--- src/design/rcsl_pkg.sv ---
// Shared types and constants of the rated candidate sorted list.
package rcsl_pkg;

    localparam int LIST_DEPTH = 32;
    localparam int ID_BITS    = 16;
    localparam int IDX_W      = $clog2(LIST_DEPTH);
    localparam int CNT_W      = $clog2(LIST_DEPTH + 1);

    typedef enum logic [2:0] {
        OP_INSERT    = 3'd0,
        OP_REMOVE    = 3'd1,
        OP_SET       = 3'd2,
        OP_LOOKUP    = 3'd3,
        OP_COUNT     = 3'd4,
        OP_VISIT_LIM = 3'd5,
        OP_VISIT_ALL = 3'd6,
        OP_NONE      = 3'd7
    } opcode_t;

    localparam logic [1:0] RC_OK         = 2'd0;
    localparam logic [1:0] RC_NOT_FOUND  = 2'd1;
    localparam logic [1:0] RC_FULL       = 2'd2;
    localparam logic [1:0] RC_BAD_STATUS = 2'd3;

    localparam logic [1:0] ST_BAD     = 2'd2;
    localparam logic [1:0] ST_INVALID = 2'd3;

    typedef struct packed {
        logic [2:0]         opcode;
        logic [15:0]        cand_id;
        logic signed [31:0] rating;
        logic [1:0]         new_status;
        logic [5:0]         visit_limit;
    } req_t;

    typedef struct packed {
        logic [1:0]         result_code;
        logic [15:0]        out_id;
        logic signed [31:0] out_rating;
        logic [1:0]         out_status;
        logic [5:0]         good_count;
        logic               is_empty;
        logic               item_valid;
        logic               last;
    } rsp_t;

    typedef struct packed {
        logic [ID_BITS-1:0] id;
        logic signed [31:0] rating;
        logic [1:0]         status;
    } entry_t;

    // controller to datapath
    typedef struct packed {
        logic load;
        logic advance;
        logic apply;
        logic emit_item;
        logic emit_final;
    } cmd_t;

    // datapath to controller
    typedef struct packed {
        logic needs_scan;
        logic is_visit;
        logic scan_stop;
        logic emit_ok;
        logic out_free;
    } sts_t;

endpackage

--- src/design/rcsl_datapath.sv ---
// Datapath: entry storage, scan index, counters and result register.
module rcsl_datapath (
    input  logic           aclk,
    input  logic           aresetn,
    input  logic           cfg_we,
    input  logic           cfg_wdata,
    input  rcsl_pkg::req_t s_data,
    input  rcsl_pkg::cmd_t cmd,
    output rcsl_pkg::sts_t sts,
    output logic           m_valid,
    output rcsl_pkg::rsp_t m_data,
    input  logic           m_ready
);
    import rcsl_pkg::*;

    entry_t           entries_reg [LIST_DEPTH];
    req_t             req_reg;
    logic [CNT_W-1:0] idx_reg, k_reg, count_reg, bad_reg;
    logic [CNT_W-1:0] count_next, bad_next, good;
    logic             found_reg, ign_reg;
    logic             m_valid_reg;
    rsp_t             m_data_reg;
    entry_t           cur, new_entry;
    logic             at_end, hit, countable_cur, limit_hit, op_visit;
    logic             rating_gt, id_eq, cur_bad, new_bad;
    logic             needs_scan;
    logic [1:0]       final_code;
    rsp_t             rsp_item, rsp_final;

    // Read the entry under the scan index
    assign cur           = entries_reg[idx_reg[IDX_W-1:0]];
    assign at_end        = idx_reg >= count_reg;
    assign rating_gt     = cur.rating > req_reg.rating;
    assign id_eq         = cur.id == ID_BITS'(req_reg.cand_id);
    assign cur_bad       = cur.status == ST_BAD;
    assign new_bad       = req_reg.new_status == ST_BAD;
    assign countable_cur = !(ign_reg && cur_bad);
    assign op_visit      = (req_reg.opcode == OP_VISIT_LIM) || (req_reg.opcode == OP_VISIT_ALL);
    assign limit_hit     = (req_reg.opcode == OP_VISIT_LIM) && (req_reg.visit_limit != 6'd0) &&
                           (7'(k_reg) >= 7'(req_reg.visit_limit));
    assign good          = ign_reg ? (count_reg - bad_reg) : count_reg;

    assign new_entry.id     = ID_BITS'(req_reg.cand_id);
    assign new_entry.rating = req_reg.rating;
    assign new_entry.status = req_reg.new_status;

    // Stop condition of the scan per operation
    always_comb begin
        case (opcode_t'(req_reg.opcode))
            OP_INSERT: hit = !rating_gt;
            OP_REMOVE: hit = id_eq;
            OP_SET:    hit = id_eq;
            OP_LOOKUP: hit = id_eq && countable_cur;
            default:   hit = 1'b0;
        endcase
    end

    // Decide which requests need a scan at all
    always_comb begin
        case (opcode_t'(req_reg.opcode))
            OP_INSERT:    needs_scan = (req_reg.new_status != ST_INVALID) &&
                                       (count_reg < CNT_W'(LIST_DEPTH));
            OP_SET:       needs_scan = req_reg.new_status != ST_INVALID;
            OP_REMOVE,
            OP_LOOKUP,
            OP_VISIT_LIM,
            OP_VISIT_ALL: needs_scan = 1'b1;
            default:      needs_scan = 1'b0;
        endcase
    end

    assign sts.needs_scan = needs_scan;
    assign sts.is_visit   = op_visit;
    assign sts.scan_stop  = op_visit ? (at_end || limit_hit) : (at_end || hit);
    assign sts.emit_ok    = (req_reg.opcode == OP_VISIT_ALL) || countable_cur;
    assign sts.out_free   = !m_valid_reg || m_ready;

    // Closing result code
    always_comb begin
        case (opcode_t'(req_reg.opcode))
            OP_INSERT: begin
                if (req_reg.new_status == ST_INVALID) final_code = RC_BAD_STATUS;
                else if (count_reg >= CNT_W'(LIST_DEPTH) && !found_reg) final_code = RC_FULL;
                else final_code = RC_OK;
            end
            OP_SET: begin
                if (req_reg.new_status == ST_INVALID) final_code = RC_BAD_STATUS;
                else final_code = found_reg ? RC_OK : RC_NOT_FOUND;
            end
            OP_REMOVE,
            OP_LOOKUP: final_code = found_reg ? RC_OK : RC_NOT_FOUND;
            default:   final_code = RC_OK;
        endcase
    end

    // Build result words
    always_comb begin
        rsp_item.result_code = RC_OK;
        rsp_item.out_id      = 16'(cur.id);
        rsp_item.out_rating  = cur.rating;
        rsp_item.out_status  = cur.status;
        rsp_item.good_count  = 6'(good);
        rsp_item.is_empty    = good == '0;
        rsp_item.item_valid  = 1'b1;
        rsp_item.last        = 1'b0;

        rsp_final             = rsp_item;
        rsp_final.result_code = final_code;
        rsp_final.last        = 1'b1;
        if (!(req_reg.opcode == OP_LOOKUP && found_reg)) begin
            rsp_final.out_id     = '0;
            rsp_final.out_rating = '0;
            rsp_final.out_status = '0;
            rsp_final.item_valid = 1'b0;
        end
    end

    // Counter updates on apply
    always_comb begin
        count_next = count_reg;
        bad_next   = bad_reg;
        if (cmd.apply && !at_end || cmd.apply && req_reg.opcode == OP_INSERT) begin
            case (opcode_t'(req_reg.opcode))
                OP_INSERT: begin
                    count_next = count_reg + 1'b1;
                    bad_next   = bad_reg + CNT_W'(new_bad);
                end
                OP_REMOVE: begin
                    count_next = count_reg - 1'b1;
                    bad_next   = bad_reg - CNT_W'(cur_bad);
                end
                OP_SET: bad_next = bad_reg - CNT_W'(cur_bad) + CNT_W'(new_bad);
                default: ;
            endcase
        end
    end

    // Control registers
    always_ff @(posedge aclk) begin
        if (!aresetn) begin
            count_reg   <= '0;
            bad_reg     <= '0;
            ign_reg     <= 1'b1;
            idx_reg     <= '0;
            k_reg       <= '0;
            found_reg   <= 1'b0;
            m_valid_reg <= 1'b0;
        end else begin
            if (cfg_we) ign_reg <= cfg_wdata;
            count_reg <= count_next;
            bad_reg   <= bad_next;
            if (cmd.load) begin
                idx_reg   <= '0;
                k_reg     <= '0;
                found_reg <= 1'b0;
            end else if (cmd.advance) begin
                idx_reg <= idx_reg + 1'b1;
            end
            if (cmd.emit_item) k_reg <= k_reg + 1'b1;
            // mark a match, or an insert that went in
            if (cmd.apply) found_reg <= !at_end || req_reg.opcode == OP_INSERT;
            if (cmd.emit_item || cmd.emit_final) m_valid_reg <= 1'b1;
            else if (m_ready) m_valid_reg <= 1'b0;
        end
    end

    // Payload registers: request, result and entry storage
    always_ff @(posedge aclk) begin
        if (cmd.load) req_reg <= s_data;
        if (cmd.emit_item) m_data_reg <= rsp_item;
        else if (cmd.emit_final) m_data_reg <= rsp_final;
        for (int i = 0; i < LIST_DEPTH; i++) begin
            if (cmd.apply) begin
                case (opcode_t'(req_reg.opcode))
                    OP_INSERT: begin
                        if (CNT_W'(i) == idx_reg) entries_reg[i] <= new_entry;
                        else if (i > 0 && CNT_W'(i) > idx_reg && CNT_W'(i) <= count_reg)
                            entries_reg[i] <= entries_reg[(i > 0) ? i - 1 : 0];
                    end
                    OP_REMOVE: begin
                        if (!at_end && i < LIST_DEPTH - 1 && CNT_W'(i) >= idx_reg &&
                            CNT_W'(i + 1) < count_reg)
                            entries_reg[i] <= entries_reg[(i < LIST_DEPTH - 1) ? i + 1 : i];
                    end
                    OP_SET: begin
                        if (!at_end && CNT_W'(i) == idx_reg)
                            entries_reg[i].status <= req_reg.new_status;
                    end
                    default: ;
                endcase
            end
        end
    end

    assign m_valid = m_valid_reg;
    assign m_data  = m_data_reg;

endmodule

--- src/design/rcsl_ctrl.sv ---
// Controller: sequences scan, update and result emission per request.
module rcsl_ctrl (
    input  logic           aclk,
    input  logic           aresetn,
    input  logic           s_valid,
    output logic           s_ready,
    input  rcsl_pkg::sts_t sts,
    output rcsl_pkg::cmd_t cmd
);
    import rcsl_pkg::*;

    typedef enum logic [3:0] {
        S_IDLE  = 4'b0001,
        S_SCAN  = 4'b0010,
        S_APPLY = 4'b0100,
        S_REPLY = 4'b1000
    } state_t;

    state_t state_reg, state_next;

    assign s_ready = state_reg == S_IDLE;

    // Next state and commands
    always_comb begin
        state_next = state_reg;
        cmd        = '0;
        case (state_reg)
            S_IDLE: begin
                if (s_valid) begin
                    cmd.load   = 1'b1;
                    state_next = S_SCAN;
                end
            end
            S_SCAN: begin
                if (!sts.needs_scan) begin
                    state_next = S_REPLY;
                end else if (sts.scan_stop) begin
                    state_next = sts.is_visit ? S_REPLY : S_APPLY;
                end else if (!sts.is_visit) begin
                    cmd.advance = 1'b1;
                end else if (!sts.emit_ok) begin
                    cmd.advance = 1'b1;
                end else if (sts.out_free) begin
                    cmd.emit_item = 1'b1;
                    cmd.advance   = 1'b1;
                end
            end
            S_APPLY: begin
                cmd.apply  = 1'b1;
                state_next = S_REPLY;
            end
            S_REPLY: begin
                if (sts.out_free) begin
                    cmd.emit_final = 1'b1;
                    state_next     = S_IDLE;
                end
            end
            default: state_next = S_IDLE;
        endcase
    end

    // Hold state
    always_ff @(posedge aclk) begin
        if (!aresetn) state_reg <= S_IDLE;
        else          state_reg <= state_next;
    end

endmodule

--- src/design/rated_candidate_sorted_list.sv ---
// Top level of the rated candidate sorted list.
// One request is handled at a time. A request scans the list one entry per
// cycle from the head (a visit scan stalls while the output is held); insert
// stops at its slot, id operations at the first match, and insert, remove,
// set status and lookup then latch the outcome in an apply step, insert and
// remove moving all entries at once and set status writing the matched entry.
// Visits emit one result per cycle while the output is taken. Count and
// rejected requests need no scan and go straight to the reply. Results leave
// through a registered output stage; the good count is kept by counters.
module rated_candidate_sorted_list (
    input  logic           aclk,
    input  logic           aresetn,
    input  logic           cfg_we,
    input  logic           cfg_wdata,
    input  logic           s_valid,
    output logic           s_ready,
    input  rcsl_pkg::req_t s_data,
    output logic           m_valid,
    input  logic           m_ready,
    output rcsl_pkg::rsp_t m_data
);
    import rcsl_pkg::*;

    cmd_t cmd;
    sts_t sts;

    rcsl_ctrl u_ctrl (
        .aclk    (aclk),
        .aresetn (aresetn),
        .s_valid (s_valid),
        .s_ready (s_ready),
        .sts     (sts),
        .cmd     (cmd)
    );

    rcsl_datapath u_dp (
        .aclk      (aclk),
        .aresetn   (aresetn),
        .cfg_we    (cfg_we),
        .cfg_wdata (cfg_wdata),
        .s_data    (s_data),
        .cmd       (cmd),
        .sts       (sts),
        .m_valid   (m_valid),
        .m_data    (m_data),
        .m_ready   (m_ready)
    );

    // Taking a request drops s_ready in the cycle after it
    a_one_at_a_time: assert property (@(posedge aclk) disable iff (!aresetn)
        s_valid && s_ready |=> !s_ready)
        else $error("request taken while busy");

    // Results without a candidate always close the run
    a_plain_is_last: assert property (@(posedge aclk) disable iff (!aresetn)
        m_valid && !m_data.item_valid |-> m_data.last)
        else $error("non-item result not marked last");

    // Empty flag follows the count
    a_empty_flag: assert property (@(posedge aclk) disable iff (!aresetn)
        m_valid |-> (m_data.is_empty == (m_data.good_count == 6'd0)))
        else $error("empty flag disagrees with count");

endmodule

--- config.mk ---
export PLATFORM = sky130hd
export DESIGN_NAME = rated_candidate_sorted_list
export DESIGN_NICKNAME = d
export VERILOG_FILES = /design/src/design/rcsl_pkg.sv /design/src/design/rcsl_datapath.sv /design/src/design/rcsl_ctrl.sv /design/src/design/rated_candidate_sorted_list.sv
export SDC_FILE = /design/constraint.sdc
export NUM_CORES = 2
export LEC_CHECK = 0
export BUFFER_PORTS_ARGS = -buffer_cell sky130_fd_sc_hd__clkbuf_2
export CAP_MARGIN = 30
export CORE_MARGIN = 3
export CORE_UTILIZATION = 35
export DETAILED_ROUTE_END_ITERATION = 8
export GPL_ROUTABILITY_DRIVEN = 0
export HOLD_SLACK_MARGIN = 0.05
export PLACE_DENSITY = 0.51
export SLEW_MARGIN = 20
export SYNTH_ARGS = -nofsm -noshare
export SYNTH_HDL_FRONTEND = slang
export SYNTH_SLANG_ARGS = --single-unit
--- constraint.sdc ---
create_clock -name aclk -period 9.1 [get_ports aclk]
set_clock_uncertainty 0.2 [all_clocks]
set_input_delay 0.91 -clock aclk [delete_from_list [all_inputs] [get_ports aclk]]
set_output_delay 0.91 -clock aclk [all_outputs]
set_load 0.01 [all_outputs]
# Word-level counts from Yosys, hierarchy flattened
# Memories as Yosys holds them, arrays and structs flattened. A register that Yosys moved wholly into a read port is not among the register bits.
# Index checks and enable logic that the tools add are counted.
# op_classes
n_addsub	8
mul	0
div_mod_pow	0
magnitude_cmp	129
eq_ne	48
shifts	0
mux	673
bitwise_logic	95
reduce_logical	164
# ops
op	count
$mux W50	63
$mux W1	557
$logic_and A1 B1 Y1	134
$mux W59	2
$eq A5 B6 Y1 const A	16
$gt A5 B6 Y1 const A	16
$le A5 B6 Y1 const A	16
$lt A5 B6 Y1 const A	16
$or A1 B1 Y1	94
$ge A5 B6 Y1 const A	15
$mux W2	35
$eq A4 B6 Y1 const A	8
$ge A4 B6 Y1 const A	8
$gt A4 B6 Y1 const A	8
$le A4 B6 Y1 const A	8
$lt A4 B6 Y1 const A	8
$gt A32 B32 Y1	1
$eq A3 B6 Y1 const A	4
$ge A3 B6 Y1 const A	4
$gt A3 B6 Y1 const A	4
$le A3 B6 Y1 const A	4
$lt A3 B6 Y1 const A	4
$mux W4	5
$add A6 B1 Y6 const B	3
47 further kinds	84
# totals
reg_bits	151
latch_bits	0
mem_bits_rw	1600
rom_bits	0
inputBits	65
mem_count	1
# memory_table
memory	depth	word_bits	rd	rd_ports_with_merged_regs	write_ports	line	source
u_dp.entries_reg	32	50	33	1	32	rcsl_datapath.sv:16	entry_t entries_reg [LIST_DEPTH];

# Depth between registers and ports, before layout
# depth
word_depth	12
mapped_depth	23

# Hierarchy
# Synthesis repeated with hierarchy kept, for this count alone.
# hier_totals
hier_cells	8794
hier_area_um2	101842.7
# modules_own_cells
mod	instances	cells_each	area_per_inst_um2
rcsl_datapath	1	8766	101589.9
rcsl_ctrl	1	28	252.7

# Worst setup path after synthesis
# No wires, ideal clock.
# synth_path
path_kind	register -> register
startpoint	register u_dp.idx_reg[0]
endpoint	memory u_dp.entries_reg[15][0] in the netlist's numbering (enable)
setup_time_ps	323
t_arrival_ps	6199
required_ps	8577
path_slack_ps	2378
path_stages_with_launch	13
path_buffers	1
period_less_slack_ps	6722
cell_sequence	dfxtp_1 -> clkbuf_1 -> inv_1 -> ha_1 -> nand2b_1 -> a21o_1 -> a21o_1 -> a21o_1 -> a21o_1 -> a2111oi_2 -> nand2_1 -> o21ai_0 -> a41o_1
# synth_lines
element	line	source
start: declaration	rcsl_datapath.sv:18	logic [CNT_W-1:0] idx_reg, k_reg, count_reg, bad_reg;
start signal: assignment	rcsl_datapath.sv:157	idx_reg <= idx_reg + 1'b1;
end: declaration	rcsl_datapath.sv:16	

==> flow_summary.json <==
{
  "ff2ff_setup_slack_ns": 1.06,
  "clockBufferDepth": 4,
  "min_period_ns": 8.04,
  "vias": 80100,
  "endpoint_kind": "flip-flop",
  "grt_pass1_wl_um": 612000,
  "htree_levels": 4,
  "ys_seq_elements": 1756,
  "finalMaxSlewViolations": 0,
  "cts_resized": 0,
  "setup_tns_ns": 0,
  "tightest_slew_ns": 1.16,
  "hold_viol_final": 0,
  "worstPathArrival_ns": 8.55,
  "drive_gt1_frac": 0.145,
  "maxSlewHeadroom": 0.223,
  "synthCells": 8910,
  "ys_seq_area_frac": 0.513,
  "postRouteAntennaNets": 0,
  "syn_avg_cell_area_um2": 11.5,
  "cts_tree": "yes",
  "synth_top_family_by_area": "multiplexers",
  "wl_per_cell_um": 34.6,
  "clk_latency_ns": 0.91,
  "setup-violations-final": 0,
  "dr.pass1.iters": 7,
  "hpwl_um": 263000,
  "crit_chain": "buf_4, mux4_2, mux4_2, mux2_2, ha_1, nand4_1, nor2_1, nand3_1, nor3_1, buf_4, nor3b_1, o31ai_1, and3_1, nor4_1, nand3_1, a21oi_1",
  "min_to": "u_dp.m_valid",
  "viasPerCell": 6.27,
  "fillCellCount": 27600,
  "crit_fanout": 27,
  "die_h_um": 546,
  "ys.flop_type": "edfxtp_1",
  "status": "finished clean",
  "worst-endpoint-required_ns": 9.61,
  "rsz0062_at_grt": "false",
  "synth-simple-area-share": 0.0862,
  "worst_path_largest_cell_delay_ns": 0.81,
  "dieArea_um2": 298000,
  "synth_warnings": 0,
  "synth_area_um2": 102000,
  "holdPathStages": 3,
  "slowest_stage": "dfxtp_4",
  "die_w_um": 546,
  "synth_edf_count": 1716,
  "worst-r2r-cell-count": 16,
  "grt_max_degree": 102,
  "cts-root-buf": "clkbuf_16",
  "cap_viol_max_count": 0,
  "synthAdderAreaFrac": 0.00767,
  "seq_area_um2": 52300,
  "drc": 0,
  "hold_slack_ns": 0.226,
  "grt_overflow": 0,
  "largest_reg_flops": 1600,
  "io_pins": 128,
  "core-area_um2": 289000,
  "start_kind": "flip-flop",
  "pwr_density_cell_nw_per_um2": 162,
  "nNetsFinal": 8869,
  "synthTopCellsByArea": "edfxtp_1 50%, mux2i_1 14%, mux4_2 8.8%",
  "cts_buffers": 214,
  "syn_nets": 9037,
  "rows": 197,
  "yosysTopAreaCellShare": 0.505,
  "grt_pass1_vias": 76200,
  "drt-total-wl_um": 442000,
  "vdd_drop_max_mv": 0.157,
  "drtIter0Drc": 12000,
  "clock-sinks": 1756,
  "portBuffers": 127,
  "synthMuxAreaShare": 0.246,
  "clk_pin_slew_ns": 0.06,
  "synthXorXnorAreaFrac": 0.00232,
  "synth.largest_area_cell": "edfxtp_1",
  "hold_start": "m_ready",
  "synth_compound_area_frac": 0.106,
  "power.leakage_nw": 40.0,
  "initial_utilization": 0.353,
  "yosysUniqueCellTypes": 85,
  "postCtsSetupBuffers": 0,
  "async_flop_share": 0,
  "clock.fmax_mhz": 124,
  "ctsHoldBuffers": 61,
  "area_growth_pct": 12.1,
  "grt_use_total": 0.285,
  "hold_class": "in2reg",
  "multi_input_area_um2": 46600,
  "antenna_found_initial": 20,
  "critPathKind": "reg2reg",
  "fin_crit_sh": 0.884
}
layout by cell type (no fill, tap or decap), drive strengths merged, types with 99 or more instances in the layout:
| master | instances |
|---|---|
| a21oi | 643 |
| mux2i | 1456 |
| edfxtp | 1716 |
| nor2 | 747 |
| buf | 282 |
| nand2 | 1187 |
| clkbuf | 407 |
| mux4 | 418 |
| mux2 | 99 |
| o21ai | 931 |
report_power, final:
part	total, W	leakage, nW	switching [W]	internal [W]
clock	0.00821	3.09	0.00363	0.00458
combinational	0.00121	21.2	0.000719	0.000487
sequential	0.00907	15.7	0.0000416	0.00903
metrics by stage:
stage | total power, W | util | setup slack (ns) | area, um^2 | instances
finish | 0.0185 | 0.396 | 1.06 | 114000 | 12800
floorplan | 0.0101 | - | 2.38 | 102000 | 8910
global route | 0.0190 | 0.396 | 1.02 | 114000 | 12800
detailed placement | 0.0104 | 0.371 | 1.49 | 107000 | 12300
CTS | 0.0186 | 0.395 | 1.46 | 114000 | 12800
global placement | 0.0104 | 0.369 | 1.39 | 107000 | 12300
metal layers:
metal	track usage	part of all wire
met1	0.385	0.39
met3	0.0644	0.11
met5	0.00192	0.00016
met2	0.436	0.44
met4	0.132	0.054
worst max-delay path by stage:
stage,start,end,slack (ns),cells past startpoint
floorplan,u_dp.idx_reg[0],u_dp.entries_reg[15][0],2.38,12
global placement,flip-flop,flip-flop,1.39,16
detailed placement,flip-flop,flip-flop,1.49,16
CTS,flip-flop,flip-flop,1.46,16
global route,flip-flop,flip-flop,1.02,16
finish,flip-flop,flip-flop,1.06,16
cell families (layout without fill, tap and decap cells):
logic type      count (synthesis)  count (layout)
compound gates               1972            1972
xor+xnor                       27              27
fa+ha+maj                      62              62
buf+inv                       936             925
flops                        1756            1756
mux                          1973            1973
other cells                     0               7
simple gates                 2184            2184
synth_stat cells, types with 15 or more instances:
library cell  instances
nand4_1              23
mux4_1               16
clkbuf_1            619
nand2b_1             15
o21ai_0             914
nand3_1              61
a22oi_1              89
mux2i_1            1456
a21oi_1             643
nor2_1              746
inv_1                77
nor2b_1              23
a21o_1               30
and3_1               16
or3_1                15
buf_6                17
mux2_2               99
o21ai_1              17
a31oi_1              78
ha_1                 61
buf_4                26
nand2_1            1187
mux4_2              401
dfxtp_1              40
o21a_1               39
buf_2               147
o211ai_1             20
o22ai_1              42
edfxtp_1           1716
nor3_1               31
xnor2_1              18
buf_1                44
final cells by class:
| cell class | count | share of cell area |
|---|---|---|
| sequential | 1756 | 0.457 |
| inverter | 81 | 0.00270 |
| tap | 3880 | 0.0424 |
| antenna | 7 | 0.000153 |
| multi-input combinational | 6218 | 0.407 |
| clock inverter | 94 | 0.00606 |
| timing repair buffer | 471 | 0.0348 |
| clock buffer | 279 | 0.0493 |
critical path, delay by kind of cell (launching register included):
kind,cells,cell delay [ns]
DFF,1,0.81
and+or+nand+nor,8,3.30
adders and majority gates,1,0.31
buffers and inverters,2,0.74
AOI/OAI and AO/OA,2,0.93
muxes,3,1.42
(Power assumes the default switching activity.)
